**src/rtl/hke_pkg.sv**
```systemverilog
package hke_pkg;

    localparam int KEY_DEPTH = 256;
    localparam int KEY_AW    = 8;
    localparam int NUM_W     = 35;
    localparam int DEN_W     = 19;
    localparam int MUL_W     = 33;

    localparam logic [1:0] CFG_KEY_COUNT    = 2'd0;
    localparam logic [1:0] CFG_VALUE_SCALE  = 2'd1;
    localparam logic [1:0] CFG_VALUE_OFFSET = 2'd2;

    localparam logic MODE_LOAD = 1'b0;
    localparam logic MODE_EVAL = 1'b1;

    typedef struct packed {
        logic signed [15:0] frame;
        logic [15:0]        raw;
        logic signed [15:0] slope;
    } hke_key_t;

    typedef enum logic [4:0] {
        ST_IDLE,
        ST_RD_FIRST,
        ST_RD_LAST,
        ST_CHECK,
        ST_SCAN_RD,
        ST_SCAN_CMP,
        ST_FETCH_L,
        ST_FETCH_R,
        ST_GOT_R,
        ST_MUL_V0,
        ST_CAP_V0,
        ST_MUL_V1,
        ST_CAP_V1,
        ST_DIV,
        ST_M_TH,
        ST_C_TH,
        ST_M_TS,
        ST_C_TS,
        ST_M_SD,
        ST_C_SD,
        ST_M_UM0,
        ST_C_UM0,
        ST_M_TM1,
        ST_C_TM1,
        ST_M_DU,
        ST_C_DU,
        ST_M_WT,
        ST_C_WT,
        ST_DONE
    } hke_state_t;

    typedef struct packed {
        logic             start;
        logic [NUM_W-1:0] num;
        logic [DEN_W-1:0] den;
    } hke_div_req_t;

    typedef struct packed {
        logic             done;
        logic [NUM_W-1:0] quo;
    } hke_div_rsp_t;

    function automatic logic signed [31:0] hke_sat32(input logic signed [65:0] x);
        logic signed [65:0] hi;
        logic signed [65:0] lo;
        hi = 66'sh0_7FFF_FFFF;
        lo = -66'sh0_8000_0000;
        if (x > hi)
            return 32'sh7FFF_FFFF;
        else if (x < lo)
            return 32'sh8000_0000;
        else
            return x[31:0];
    endfunction

endpackage

```
**src/rtl/hke_mul.sv**
```systemverilog
module hke_mul (
    input  logic               clk,
    input  logic signed [32:0] a,
    input  logic signed [32:0] b,
    output logic signed [65:0] prod_reg
);
    import hke_pkg::*;

    logic signed [65:0] prod_next;

    assign prod_next = 66'(a) * 66'(b);

    always_ff @(posedge clk)
    begin
        prod_reg <= prod_next;
    end

endmodule

```
**config.mk**
```make
export PLATFORM = sky130hd
export DESIGN_NAME = hke_mul
export DESIGN_NICKNAME = d
export VERILOG_FILES = /design/src/rtl/hke_pkg.sv /design/src/rtl/hke_mul.sv
export SDC_FILE = /design/constraint.sdc
export NUM_CORES = 2
export LEC_CHECK = 0
export ABC_CLOCK_PERIOD_IN_PS = 11250
export BUFFER_PORTS_ARGS = -buffer_cell sky130_fd_sc_hd__buf_2
export CAP_MARGIN = 20
export CORE_UTILIZATION = 62
export CTS_BUF_LIST = sky130_fd_sc_hd__clkbuf_4
export DETAILED_ROUTE_END_ITERATION = 16
export PLACE_DENSITY_LB_ADDON = 0.3
export SLEW_MARGIN = 30
export SYNTH_ARGS = -nofsm -noshare
export SYNTH_HDL_FRONTEND = slang
export SYNTH_SLANG_ARGS = --single-unit
```
**constraint.sdc**
```tcl
create_clock -name clk -period 11.25 [get_ports clk]
set_clock_uncertainty 0.15 [all_clocks]
set_input_delay 2.25 -clock clk [delete_from_list [all_inputs] [get_ports clk]]
set_output_delay 2.25 -clock clk [all_outputs]
set_load 0.1 [all_outputs]
```
==> impl_summary.txt <==
----------------------------------------------------
[Outcome]
  Result of the run ... finished clean

[Cells and area]
  Total number of nets in the final design ... 5689
  Area growth syn-to-layout ... 3.25%
  Largest register FFs ... 66
  Filler cell count ... 5198
  Layout cell share with drive strength beyond 1 ... 4.74%

[Place]
  Count of port buffers added during placement ... 132
  Setup slack after placement ... 611 ps
  Estimated wirelength of the detail-placed design ... 86.4 mm
  Final RePlAce weighted congestion ... 0.990

[Setup path]
  Critical Path Start ... b[9]
  Worst Setup Path Type ... primary input to flip-flop
  Setup crit end ... prod_reg[65]
  CP Data Required Time ... 11560 ps
  Data arrival, critical path ... 10470 ps
  Category of the worst setup path capture point ... flip-flop
  Nature of the critical path startpoint ... primary input
  Largest fanout on the critical path ... 23

[Flow run]
  Number of maximum-capacitance violations ... 0

[Timing]
  Final WS setup ... 1090 ps
  Slew headroom ... 35.2%
  Final cycle utilization of the critical path ... 90.3%
  Setup TNS after final layout ... 0 ps
  Unrepaired setup endpoints after global routing ... false
  Final setup fails ... 0
  Post-layout minimum cycle time ... 10160 ps
  Slew @ Worst Pin ... 972 ps
  Number of max-slew violations in the final report ... 0
  Number of hold violations in the final report ... 0
  Peak Freq ... 0.0985 GHz

[Clocking]
  CTS sink count ... 66
  Clock tree from TritonCTS ... done
  Library cell used as clock root buffer ... clkbuf_4
  Post-cts resize count ... 0
  Post-CTS Hold Fix Bufs ... 0
  Maximum clock path buffer count ... 2
  Buffers inserted during post-CTS setup optimization ... 0
  Number of buffers created by CTS ... 9
  H-tree depth reported by CTS ... 3
  Clock-pin transition on the worst setup and hold timing paths ... 140 ps

[Synthesis]
  Arithmetic-cell share of the synthesized area counting full adders, half adders and majority gates ... 63.5%
  Share of the yosys chip area belonging to registers ... 3.27%
  Synth Net Count ... 5731
  Share of the synthesized area in compound gates (AO/OA/AOI/OAI) ... 3.60%
  Synthesized cell area ... 40400 µm²
  Async set or reset register ratio after synthesis ... 0%
  Number of enable-type register cells in the synthesized netlist ... 0
  Parity-gate share of the synthesized area counting xor and xnor cells ... 1.63%
  Most used DFF post-synth ... dfxtp_1
  Yosys warnings ... 0
  Synth cell types ... 61
  Simple-gate area share of the yosys netlist ... 15.4%
  Number of instances in the synthesized netlist ... 4302
  Synth Register Bits ... 66
  Dominant combinational cell family by area after synthesis ... adder cells
  Share of cell area taken by muxes after synthesis ... 0%
  Synth Area per Inst ... 9.38 µm²

[Die]
  Horizontal extent of the die ... 257 µm
  Number of cell rows ... 93
  Core Box Area ... 64300 µm²
  Starting Density ... 62.7%
  Die Height ... 257 µm
  Die outline area ... 66100 µm²
  I/O Pins ... 133

[Detailed routing]
  First-iteration detailed-routing DRC count ... 2267
  Average wire length per cell after detail routing ... 20.8 µm
  DR vias ... 28600
  Average via count per standard cell ... 5.59
  Number of detailed-routing iterations run before antenna repair ... 7
  Residual DRC count ... 0
  Post-DRT Antenna Nets ... 0
  Total Routed Length ... 106 mm

[GRT]
  Via count of the first global-routing pass ... 31700
  Wire length of the first global-routing pass ... 175 mm
  Number of antenna violations at the first check in global routing ... 11
  Final global-route overflow total ... 0
  Pin count of the biggest net entering global routing ... 34
  Global-route usage over all layers ... 34.9%

[Min path]
  Worst min path class ... primary input to flip-flop

----------------------------------------------------
## layout make-up
class,instances,area (µm²),share of cell area (%)
Antenna cell,4,10.0,0.0240
Clock buffer,9,67.6,0.162
Clock inverter,5,71.3,0.171
Inverter,1133,4250,10.2
Multi-Input combinational cell,2882,34000,81.5
Sequential cell,66,1320,3.17
Tap cell,855,1070,2.57
Timing Repair Buffer,168,931,2.23
## kinds of logic after synthesis
family	count (synthesis)
compound gates	217
xor+xnor	75
fa+ha+maj	1362
buf+inv	1354
flops	66
simple gates	1228
## synth_stat cells, types with 8 or more instances
cell type | count | area, µm²
xnor2_1 | 55 | 482
dfxtp_1 | 66 | 1320
o21ai_0 | 37 | 185
a21o_1 | 28 | 210
xor2_1 | 20 | 175
ha_1 | 217 | 2720
a31oi_1 | 9 | 56.3
nand3_1 | 18 | 90.1
nor2_1 | 47 | 176
nand2_1 | 543 | 2040
a21oi_1 | 73 | 365
inv_1 | 1133 | 4250
o21bai_1 | 8 | 60.1
fa_1 | 1145 | 22900
nand2b_1 | 9 | 56.3
and2_1 | 562 | 3520
clkbuf_1 | 220 | 826
nand4_1 | 9 | 56.3
## metal layers
| metal | part of all wire, % | global-route usage [%] |
|---|---|---|
| met1 | 37 | 45.4 |
| met2 | 48 | 56.5 |
| met3 | 9.0 | 7.05 |
| met4 | 5.3 | 16.0 |
| met5 | 0.049 | 0 |
## per-stage QoR
step	hold slack [ps]	cells	util, %	area (µm²)
finish	2220	5122	64.8	41700
global route	2190	5121	64.8	41700
CTS	2130	5118	64.8	41700
detailed placement	2650	5104	64.5	41500
global placement	2650	5104	64.5	41500
floorplan	2230	4302	-	40400
## critical path, stage by stage
cell and delay (ps):
buf_2 570, buf_4 310, nand2_1 100, fa_1 570, inv_1 50, fa_1 430
fa_1 500, inv_1 50, fa_1 490, fa_1 530, inv_1 60, fa_1 510
fa_1 500, inv_1 50, fa_1 470, inv_1 50, ha_1 400, and4_1 250
and2_1 190, and4_1 220, a211oi_2 150, o31ai_2 800, a31oi_2 340, o211ai_1 360
o41ai_2 110, xnor2_1 120
## layout by cell type (no fill, tap or decap), types with 9 or more instances in the layout
| cell type | synthesis | routed |
|---|---|---|
| buf_2 | 0 | 132 |
| clkbuf_4 | 0 | 9 |
| buf_4 | 0 | 36 |
| xnor2_1 | 55 | 55 |
| nand4_1 | 9 | 9 |
| inv_1 | 1133 | 1133 |
| o21ai_0 | 37 | 37 |
| nor2_1 | 47 | 47 |
| nand3_1 | 18 | 18 |
| xor2_1 | 20 | 20 |
| nand2b_1 | 9 | 9 |
| a21o_1 | 28 | 28 |
| a21oi_1 | 73 | 73 |
| and2_1 | 562 | 562 |
| a31oi_1 | 9 | 9 |
| nand2_1 | 543 | 543 |
| fa_1 | 1145 | 1145 |
| ha_1 | 217 | 217 |
| dfxtp_1 | 66 | 66 |
## worst min path at each step
| stage | from | to | cells past startpoint |
|---|---|---|---|
| final | b[0] | prod_reg[1] | 3 |
| after global routing | b[0] | prod_reg[1] | 3 |
| after floorplan | a[0] | prod_reg[0] | 1 |
| after CTS | b[0] | prod_reg[1] | 3 |
| after global placement | prod_reg[24] | prod_reg[24] | 1 |
| after detailed placement | prod_reg[13] | prod_reg[13] | 1 |
Power is not shown: default switching activity piles up to over one toggle a cycle in this logic, so the estimate is an artifact.
