[src/rtl/hke_pkg.sv]
package hke_pkg;

    localparam int KEY_DEPTH = 256;
    localparam int KEY_AW    = 8;
    localparam int NUM_W     = 35;
    localparam int DEN_W     = 19;
    localparam int MUL_W     = 33;

    localparam logic [1:0] CFG_KEY_COUNT    = 2'd0;
    localparam logic [1:0] CFG_VALUE_SCALE  = 2'd1;
    localparam logic [1:0] CFG_VALUE_OFFSET = 2'd2;

    localparam logic MODE_LOAD = 1'b0;
    localparam logic MODE_EVAL = 1'b1;

    typedef struct packed {
        logic signed [15:0] frame;
        logic [15:0]        raw;
        logic signed [15:0] slope;
    } hke_key_t;

    typedef enum logic [4:0] {
        ST_IDLE,
        ST_RD_FIRST,
        ST_RD_LAST,
        ST_CHECK,
        ST_SCAN_RD,
        ST_SCAN_CMP,
        ST_FETCH_L,
        ST_FETCH_R,
        ST_GOT_R,
        ST_MUL_V0,
        ST_CAP_V0,
        ST_MUL_V1,
        ST_CAP_V1,
        ST_DIV,
        ST_M_TH,
        ST_C_TH,
        ST_M_TS,
        ST_C_TS,
        ST_M_SD,
        ST_C_SD,
        ST_M_UM0,
        ST_C_UM0,
        ST_M_TM1,
        ST_C_TM1,
        ST_M_DU,
        ST_C_DU,
        ST_M_WT,
        ST_C_WT,
        ST_DONE
    } hke_state_t;

    typedef struct packed {
        logic             start;
        logic [NUM_W-1:0] num;
        logic [DEN_W-1:0] den;
    } hke_div_req_t;

    typedef struct packed {
        logic             done;
        logic [NUM_W-1:0] quo;
    } hke_div_rsp_t;

    function automatic logic signed [31:0] hke_sat32(input logic signed [65:0] x);
        logic signed [65:0] hi;
        logic signed [65:0] lo;
        hi = 66'sh0_7FFF_FFFF;
        lo = -66'sh0_8000_0000;
        if (x > hi)
            return 32'sh7FFF_FFFF;
        else if (x < lo)
            return 32'sh8000_0000;
        else
            return x[31:0];
    endfunction

endpackage

[src/rtl/hke_div.sv]
module hke_div (
    input  logic                  clk,
    input  logic                  rst_n,
    input  hke_pkg::hke_div_req_t req,
    output hke_pkg::hke_div_rsp_t rsp
);
    import hke_pkg::*;

    logic [DEN_W:0]   rem_reg, rem_next;
    logic [NUM_W-1:0] quo_reg, quo_next;
    logic [DEN_W-1:0] den_reg, den_next;
    logic [5:0]       cnt_reg, cnt_next;
    logic             busy_reg, busy_next;
    logic             done_reg, done_next;
    logic [DEN_W+1:0] trial;

    // one restoring step per cycle
    always_comb
    begin
        trial     = {rem_reg, quo_reg[NUM_W-1]} - {2'b00, den_reg};
        rem_next  = rem_reg;
        quo_next  = quo_reg;
        den_next  = den_reg;
        cnt_next  = cnt_reg;
        busy_next = busy_reg;
        done_next = 1'b0;
        if (req.start)
        begin
            rem_next  = '0;
            quo_next  = req.num;
            den_next  = req.den;
            cnt_next  = '0;
            busy_next = 1'b1;
        end
        else if (busy_reg)
        begin
            if (!trial[DEN_W+1])
            begin
                rem_next = trial[DEN_W:0];
                quo_next = {quo_reg[NUM_W-2:0], 1'b1};
            end
            else
            begin
                rem_next = {rem_reg[DEN_W-1:0], quo_reg[NUM_W-1]};
                quo_next = {quo_reg[NUM_W-2:0], 1'b0};
            end
            cnt_next = cnt_reg + 6'd1;
            if (cnt_reg == 6'(NUM_W - 1))
            begin
                busy_next = 1'b0;
                done_next = 1'b1;
            end
        end
    end

    always_ff @(posedge clk or negedge rst_n)
    begin
        if (!rst_n)
        begin
            busy_reg <= 1'b0;
            done_reg <= 1'b0;
            cnt_reg  <= '0;
        end
        else
        begin
            busy_reg <= busy_next;
            done_reg <= done_next;
            cnt_reg  <= cnt_next;
        end
    end

    always_ff @(posedge clk)
    begin
        rem_reg <= rem_next;
        quo_reg <= quo_next;
        den_reg <= den_next;
    end

    assign rsp.done = done_reg;
    assign rsp.quo  = quo_reg;

endmodule

[config.mk]
export PLATFORM = sky130hd
export DESIGN_NAME = hke_div
export DESIGN_NICKNAME = d
export VERILOG_FILES = /design/src/rtl/hke_pkg.sv /design/src/rtl/hke_div.sv
export SDC_FILE = /design/constraint.sdc
export NUM_CORES = 1
export LEC_CHECK = 0
export BUFFER_PORTS_ARGS = -buffer_cell sky130_fd_sc_hd__buf_4
export CAP_MARGIN = 10
export CORE_MARGIN = 8
export CORE_UTILIZATION = 40
export DETAILED_ROUTE_END_ITERATION = 12
export HOLD_SLACK_MARGIN = 0.1
export SKIP_LAST_GASP = 1
export SYNTH_ARGS = -nofsm -noshare
export SYNTH_HDL_FRONTEND = slang
export SYNTH_SLANG_ARGS = --single-unit
[constraint.sdc]
create_clock -name clk -period 7 [get_ports clk]
set_input_delay 1.05 -clock clk [delete_from_list [all_inputs] [get_ports clk]]
set_output_delay 1.05 -clock clk [all_outputs]
set_load 0.005 [all_outputs]
==> flow_summary.ini, run 1 <==
[outcome]
status = finished, final reports clean

[place]
dpl_cell_area_um2 = 5340
dp_cells = 628
post-dp-hpwl_mm = 7.83
gp_congestion = 0.871
io_buffer_count = 92

[clock_tree]
clk_latency_ns = 0.34
cts_buffers = 9
postCtsSetupRepairBufs = 0
hold_buffers = 0
cts_tree = yes
cts_root_buffer = clkbuf_16
clockBufferDepth = 2
cts_resized = 0
cts.clk_slew.worst_paths_ns = 0.06
cts.sinks = 82
htreeDepth = 3

[floorplanning]
dieArea_um2 = 15000
core_um2 = 11300
ios = 93
initial_core_util_pct = 40.3
fp-row-count = 39
dieWidth_um = 123
die_y_um = 123

[final_layout]
area_growth_pct = 23.3
num-fill-cells = 1034
instances_no_fill = 644
finish.utilization_pct = 49.7
fin_nets = 575
largest_reg_flops = 35
n_antenna_cell = 0
fin_area_um2 = 5600
drive_gt1_share_pct = 30.1

[sta]
fmax_mhz = 283
finalCritPeriodShare_pct = 50.6
fin_crit_ns = 3.54
max_slew_margin_pct = 49.1
fin_setup_tns_ns = 0
finalHoldViolations = 0
setup_viol = 0
rsz0062_at_grt = false
tightest_slew_ns = 0.744
finalClockSkew_ns = 0.00890
drv_slew = 0

[power]
power_frac_seq_pct = 48.7
p_sw_uw = 286
peakVddDrop_mv = 0.154
p_total_uw = 1170
p_clk_share_pct = 37.4
powerDensity_nw_per_um2 = 209
leakagePower_uw = 0.00240
p_sw_share_pct = 24.4
p_comb_share_pct = 14.0
p_int_uw = 887

[synth]
synth_edf_count = 54
synth-main-ff-cell = edfxtp_1
synthCells = 411
syn_area_per_cell_um2 = 11.1
yosysSeqAreaShare_pct = 48.9
synth_area_um2 = 4540
synth-seq-cells = 82
synthesis.nets = 490
synthDistinctLibCells = 56
async_flop_share_pct = 9.76
yosys_warnings = 0

[grt]
track_usage_pct = 15.1
grt_pass1_wl_mm = 17.9
grt_pass1_vias = 3580
grt_start_max_net_pins = 45
antenna_found_initial = 0
gr-total-overflow = 0

[critical_path]
cpPeakStageDelay_ns = 0.71
crit_path_start_kind = flip-flop
crit_path_end_kind = flip-flop
cp_max_fo = 20
crit_family = compound AO/OA/AOI/OAI gates
critPathArrivalTime_ns = 3.79
cpMaxStageDelayCell = nor4b_4
cp.required_ns = 7.25
timing_worst_setup_path_type = reg2reg
crit_chain = inv_1 -> ha_1 -> a211oi_2 -> o21ai_1 -> a311oi_2 -> mux2i_1 -> nor4b_4 -> buf_4 -> mux2_1 -> a211oi_1
critPathBufInv = 2

[route]
dr.pass1.iters = 4
drt.antenna.violating_nets = 0
first_iter_violations = 198
wl_per_cell_um = 16.7
route.vias.total = 3409
via_per_inst = 5.29
drcViolationCount = 0
totalWireLength_mm = 10.7

[run]
max_cap_viol_count = 0

[min_path]
min_path_type = reg2reg
[cell families (layout without fill, tap and decap cells)]
kind of cell               after synthesis  in the layout  synth area share (%)
xor gates and xnor gates                16             16                  3.08
and+or+nand+nor                        108            108                  11.4
DFF                                     82             82                  48.9
adders and majority gates               22             22                  6.22
AOI/OAI and AO/OA                       86             86                  13.5
buffers and inverters                   45            135                  4.43
muxes                                   52             52                  12.4
[synth_stat cells, types with 4 or more instances]
| cell type | count | share of area [%] |
|---|---|---|
| edfxtp_1 | 54 | 36 |
| nor2_1 | 39 | 3.2 |
| mux2_2 | 35 | 8.7 |
| nand2_1 | 28 | 2.3 |
| inv_1 | 23 | 1.9 |
| ha_1 | 21 | 5.8 |
| dfxtp_1 | 20 | 8.8 |
| mux2i_1 | 16 | 3.5 |
| a211oi_1 | 15 | 2.5 |
| a21oi_1 | 14 | 1.5 |
| clkbuf_1 | 12 | 0.99 |
| a21o_1 | 9 | 1.5 |
| o21ai_0 | 9 | 0.99 |
| xor2_1 | 9 | 1.7 |
| dfrtp_1 | 8 | 4.4 |
| nand2b_1 | 8 | 1.1 |
| nand4_1 | 7 | 0.96 |
| xnor2_1 | 7 | 1.3 |
| o211ai_1 | 6 | 0.99 |
| and3_1 | 5 | 0.69 |
| buf_2 | 5 | 0.55 |
| nand3_1 | 4 | 0.44 |
| nor2b_1 | 4 | 0.55 |
| o21ai_1 | 4 | 0.44 |
[worst paths after layout]
kind	startpoint	to	slack, ns	cells past startpoint
max	den_reg[17]	rem_reg[0]	3.46	10
min	rem_reg[14]	rem_reg[14]	0.48	2
max reg2reg	den_reg[17]	rem_reg[0]	3.46	10
min reg2reg	rem_reg[14]	rem_reg[14]	0.48	2
max in group asynchronous	rst_n	cnt_reg[0]	6.35	1
min in group asynchronous	rst_n	cnt_reg[2]	0.51	1
[layout make-up]
class	count	area (um2)	area share [%]
tap	143	179	3.19
clock inverter	4	30.0	0.536
inverter	23	86.3	1.54
clock buffer	12	236	4.22
sequential	82	2220	39.7
multi-input combinational	284	2130	38.0
timing repair buffer	96	721	12.9
[stage by stage]
| step | hold slack, ns | worst slack, ns |
|---|---|---|
| finish | 0.479 | 3.46 |
| global placement | 0.463 | 3.62 |
| CTS | 0.477 | 3.44 |
| detailed placement | 0.466 | 3.48 |
| global route | 0.507 | 3.26 |
| floorplan | 0.446 | 4.12 |
[layout by cell type (no fill, tap or decap), types with 3 or more instances in the layout]
cell type and count:
buf_4 96, edfxtp_1 54, nor2_1 39, mux2_2 35, nand2_1 28, inv_1 23, ha_1 21, dfxtp_1 20
mux2i_1 16, a211oi_1 15, a21oi_1 14, o21ai_0 9, a21o_1 9, xor2_1 9, clkbuf_16 9, nand2b_1 8
dfrtp_1 8, nand4_1 7, xnor2_1 7, o211ai_1 6, and3_1 5, nand3_1 4, o21ai_1 4, nor2b_1 4
o22ai_1 3, nor4_1 3, nor3b_1 3, o31ai_1 3, or3_1 3, clkbuf_1 3
[metal layers]
layer	share of wire, %	GRT usage (%)
met1	46	18.8
met3	7.8	5.70
met2	44	23.3
met5	0	0
met4	1.6	5.86
[power groups by stage]
stage	combinational [uW]	sequential (uW)	clock, uW
floorplan	85.5	580	0
global placement	164	580	0
detailed placement	165	581	0
CTS	166	572	453
global route	181	576	470
finish	164	571	439
[worst min-delay path: stages (launching register included)]
cell and delay, ns:
dfxtp_1 0.33, nand2_1 0.06, o21ai_1 0.05
No activity file was read; power rests on OpenSTA's default activity.
==> inputs of run 2 (changes only) <==
==> constraint.sdc (replaced) <==
create_clock -name clk -period 3.4 [get_ports clk]
set_input_delay 0.51 -clock clk [delete_from_list [all_inputs] [get_ports clk]]
set_output_delay 0.51 -clock clk [all_outputs]
set_load 0.005 [all_outputs]
==> run 2 against run 1 <==
Count of clock-buffer cells in the layout decreased by 3. Wire length is 2.7% lower. Hold slack got worse by 0.13 ns. Global-route usage is 0.83 points lower. Combinational power grew 110%. Sequential cell count unchanged. Total power is 110% higher. Design area increased by 1.5%. Via count decreased by 0.47%. Clock power rose by 120%. Register-to-register slack got worse by 3.2 ns. Critical path depth fell by 2.
==> flow_summary.ini, run 2 (synthesis results as in run 1) <==
[clock_tree]
clockBufferDepth = 2
postCtsSetupRepairBufs = 0
cts.sinks = 82
cts_tree = yes
cts.clk_slew.worst_paths_ns = 0.06
htreeDepth = 3
clk_latency_ns = 0.33
cts_buffers = 9
cts_root_buffer = clkbuf_16

[final_layout]
fin_nets = 580
drive_gt1_share_pct = 31.2
area_growth_pct = 25.1
instances_no_fill = 649
largest_reg_flops = 35
final_cell_mix = 99 x buf_4, 54 x edfxtp_1, 39 x nor2_1
final_common_cell = buf_4
num-fill-cells = 1013
fin_area_um2 = 5690
n_antenna_cell = 0

[floorplanning]
fp-row-count = 39
die_y_um = 123
ios = 93
dieWidth_um = 123
initial_core_util_pct = 40.3
core_um2 = 11300
dieArea_um2 = 15000

[route]
drt.antenna.violating_nets = 0
totalWireLength_mm = 10.5
drcViolationCount = 0
dr.pass1.iters = 4
first_iter_violations = 184
wl_per_cell_um = 16.1
route.vias.total = 3393
via_per_inst = 5.23

[grt]
antenna_found_initial = 0
track_usage_pct = 14.3
grt_pass1_vias = 3504
gr-total-overflow = 0
grt_start_max_net_pins = 40
grt_pass1_wl_mm = 17.1

[power]
powerDensity_nw_per_um2 = 437
peakVddDrop_mv = 0.274
p_total_uw = 2480
leakagePower_uw = 0.00244

[sta]
finalClockSkew_ns = 0.00625
max_slew_margin_pct = 47.1
finalCritPeriodShare_pct = 92.6
fin_crit_ns = 3.15
rsz0062_at_grt = false
tightest_slew_ns = 0.790
finalHoldViolations = 0
setup_viol = 0
drv_slew = 0
fmax_mhz = 318
fin_setup_tns_ns = 0

[outcome]
status = finished, final reports clean

[critical_path]
cp.required_ns = 3.65
cpMaxStageDelayCell = nor4b_4
crit_path_start_kind = flip-flop
timing_worst_setup_path_type = reg2reg
crit_path_end_kind = flip-flop
cp_max_fo = 13
critPathArrivalTime_ns = 3.40
crit_chain = ha_1 -> a211oi_2 -> o21ai_1 -> a311oi_2 -> mux2i_1 -> nor4b_4 -> mux2_1 -> a211oi_1
cpPeakStageDelay_ns = 0.75

[place]
gp_congestion = 0.889
dpl_cell_area_um2 = 5380
post-dp-hpwl_mm = 7.86
dp_cells = 632
io_buffer_count = 92

[run]
max_cap_viol_count = 0

[min_path]
min_path_type = in2reg
run 2: path summary, 6_finish.rpt:
check	start	end	slack, ns	depth (start not counted)
worst max-delay path	rem_reg[12]	rem_reg[0]	0.25	8
worst min-delay path	req[8]	den_reg[8]	0.35	1
worst max register to register	rem_reg[12]	rem_reg[0]	0.25	8
worst min register to register	rem_reg[14]	rem_reg[14]	0.49	2
max in group asynchronous	rst_n	cnt_reg[5]	2.73	2
min in group asynchronous	rst_n	cnt_reg[4]	0.54	2
run 2: per-stage QoR:
step	setup slack [ns]	hold WS [ns]	utilization [%]
3_3_place_gp	0.278	0.333	47.7
4_1_cts	0.162	0.330	50.4
2_1_floorplan	0.523	0.214	-
6_report	0.252	0.348	50.4
3_5_place_dp	0.187	0.334	47.7
5_1_grt	0.0266	0.330	50.4
run 2: area by class of cell:
cell class                 count  area (um2)  area share (%)
sequential                    82        2220            39.1
multi-input combinational    284        2130            37.5
timing repair buffer         101         773            13.6
clock buffer                   9         225            3.96
tap                          143         179            3.15
inverter                      23        86.3            1.52
clock inverter                 7        68.8            1.21
run 2: routing by layer:
layer  up-vias  GRT usage (%)  wire [um]
li1       1701              -          -
met1      1583           18.0       4730
met2        96           21.3       4650
met3        13           6.72        944
met4         0           4.72        133
met5         -              0          0
run 2: worst max-delay path, delay by kind of cell, from the launching register on:
kind / cells / cell delay (ns)
simple gates: 1 / 0.75
mux: 2 / 0.56
fa+ha+maj: 1 / 0.42
flops: 1 / 0.35
compound gates: 4 / 0.98
run 2: where the power goes:
group / leakage (uW) / internal (uW) / switching (uW)
sequential: 0.000824 / 1140 / 33.3
combinational: 0.00148 / 191 / 152
clock: 0.000142 / 567 / 400
total: 0.00244 / 1900 / 585
run 2: timing repair:
item,in CTS,in global routing
endpoints found under the hold margin,8,0
gates resized for setup,0,1
hold buffers,1,0
setup endpoints to repair,0,16
==> inputs of run 3 (changes only) <==
--- a/config.mk
+++ b/config.mk
@@ -7,10 +7,13 @@
 export LEC_CHECK = 0
 export BUFFER_PORTS_ARGS = -buffer_cell sky130_fd_sc_hd__buf_4
 export CAP_MARGIN = 10
+export CELL_PAD_IN_SITES_DETAIL_PLACEMENT = 1
+export CELL_PAD_IN_SITES_GLOBAL_PLACEMENT = 1
 export CORE_MARGIN = 8
 export CORE_UTILIZATION = 40
 export DETAILED_ROUTE_END_ITERATION = 12
 export HOLD_SLACK_MARGIN = 0.1
+export PLACE_DENSITY_LB_ADDON = 0.1
 export SKIP_LAST_GASP = 1
 export SYNTH_ARGS = -nofsm -noshare
 export SYNTH_HDL_FRONTEND = slang
==> run 3 against run 2 <==
Total power rose by 1.6%. Non-clock buffer count grew 8. Combinational power is 2% higher.
==> flow_summary.ini, run 3 (synthesis results as in run 1) <==
[grt]
antenna_found_initial = 0
grt_start_max_net_pins = 46
use_met3_pct = 8.23
gr-total-overflow = 0
grt_pass1_vias = 3844
met2_usage_pct = 26.4
track_usage_pct = 16.7
gr-usage-met1_pct = 19.5
grt-busiest-layer = met2
grt_pass1_wl_mm = 19.4

[clock_tree]
cts.clk_slew.worst_paths_ns = 0.07
cts.sinks = 82
cts_buffers = 9
clockBufferDepth = 2
htreeDepth = 3
cts_tree = yes
cts_root_buffer = clkbuf_16
clk_latency_ns = 0.35

[sta]
tightest_slew_ns = 0.584
fin_setup_tns_ns = 0
fin_crit_ns = 3.18
finalClockSkew_ns = 0.00818
max_slew_margin_pct = 61.0
fmax_mhz = 314
drv_slew = 0
finalCritPeriodShare_pct = 93.6
finalHoldViolations = 0
setup_viol = 0
rsz0062_at_grt = false

[run]
max_cap_viol_count = 0

[critical_path]
cpMaxStageDelayCell = a2111oi_2
crit_path_end_kind = flip-flop
critPathArrivalTime_ns = 3.29
r2r-start = quo_reg[34]
cpPeakStageDelay_ns = 0.52
cp_max_fo = 8
crit_chain = inv_1 -> ha_1 -> fa_1 -> nand2b_1 -> a21oi_2 -> o21ai_1 -> a2111oi_2 -> nor4b_4 -> buf_4 -> buf_4 -> buf_4 -> mux2_2
crit_top_cell = buf_4
crit_path_start_kind = flip-flop
cp.required_ns = 3.51
timing_worst_setup_path_type = reg2reg
ff2ff_path_depth = 12
ff2ff_setup_slack_ns = 0.22
reg2reg_to = quo_reg[0]

[min_path]
min_path_type = in2reg
holdPathEnd = den_reg[9]
whs_path_depth = 1
min-delay-start = req[9]

[place]
io_buffer_count = 92
dp_cells = 635
post-dp-hpwl_mm = 9.15
gp_congestion = 0.846

[final_layout]
final_cell_mix = 108 x buf_4, 54 x edfxtp_1, 39 x nor2_1
instances_no_fill = 657
multi_input_area_um2 = 2140
drive_gt1_share_pct = 32.5
register_area_um2 = 2220
area_growth_pct = 26.6
n_antenna_cell = 0
num-fill-cells = 1249
final_common_cell = buf_4
largest_reg_flops = 35
fin_nets = 588

[floorplanning]
dieWidth_um = 123
die_y_um = 123
initial_core_util_pct = 40.3
ios = 93
core_um2 = 11300
dieArea_um2 = 15000
fp-row-count = 39

[power]
peakVddDrop_mv = 0.335
leakagePower_uw = 0.00249
powerDensity_nw_per_um2 = 439

[route]
dr.pass1.iters = 6
first_iter_violations = 122
via_per_inst = 5.39
drt.antenna.violating_nets = 0
route.vias.total = 3539
wl_per_cell_um = 18.3
drcViolationCount = 0
totalWireLength_mm = 12.0

[outcome]
status = finished, final reports clean
-- run 3: changes by cell type in the layout (fill, tap and decap cells not counted) --
cell / delta
a2111oi_1: -1
a2111oi_2: +1
buf_12: -1
buf_4: +9
bufinv_16: -1
clkbuf_16: +1
clkbuf_8: +2
clkinv_2: -3
inv_4: +1
-- run 3: per-stage QoR --
step / hold slack [ns] / worst slack [ns] / util [%] / cell area (um2) / total power, uW
floorplan: 0.214 / 0.523 / - / 4540 / 1370
CTS: 0.322 / 0.0360 / 50.6 / 5710 / 2560
global placement: 0.335 / 0.255 / 47.8 / 5390 / 1540
detailed placement: 0.336 / 0.0404 / 47.8 / 5390 / 1550
finish: 0.336 / 0.218 / 51.0 / 5750 / 2530
global route: 0.319 / 0.0251 / 51.0 / 5750 / 2640
-- run 3: worst max-delay path: cells and delay by family (launching register included) --
family / cells / cell delay (ns)
AO/OA/AOI/OAI: 3 / 0.93
adder cells (fa/ha/maj): 2 / 0.63
buffers and inverters: 4 / 0.52
flip-flops: 1 / 0.35
multiplexers: 1 / 0.25
AND/OR/NAND/NOR: 2 / 0.26
-- run 3: worst max path at each step --
stage / from / end / slack (ns) / depth (start not counted)
final: quo_reg[34] / quo_reg[0] / 0.22 / 12
after global routing: quo_reg[34] / quo_reg[0] / 0.03 / 12
after CTS: quo_reg[34] / rem_reg[3] / 0.04 / 11
after detailed placement: quo_reg[34] / rem_reg[10] / 0.04 / 11
after global placement: quo_reg[34] / quo_reg[0] / 0.25 / 10
after floorplan: quo_reg[34] / quo_reg[0] / 0.52 / 11
-- run 3: what timing repair did --
action	in CTS	in global routing
hold endpoints to repair	8	0
gates resized for setup	0	2
hold buffers	1	0
setup buffers	0	5
endpoints found under the setup margin	0	13
-- run 3: layout make-up --
class | instances | share of cell area [%]
Clock buffer | 12 | 4.83
Multi-Input combinational cell | 284 | 37.1
Sequential cell | 82 | 38.6
Timing Repair Buffer | 109 | 14.3
Clock inverter | 4 | 0.522
Inverter | 23 | 1.50
Tap cell | 143 | 3.11
-- run 3: routing by layer --
| layer | share of wire, % | up-vias |
|---|---|---|
| met3 | 8.3 | 16 |
| met1 | 43 | 1721 |
| met2 | 47 | 82 |
| met5 | 0 | - |
| li1 | - | 1720 |
| met4 | 1.5 | 0 |
-- run 3: power breakdown --
group          switching (uW)  leakage, uW  total (uW)  internal, uW
Sequential               37.2     0.000824        1180          1140
Combinational             159      0.00152         351           192
Clock                     414     0.000147         996           582
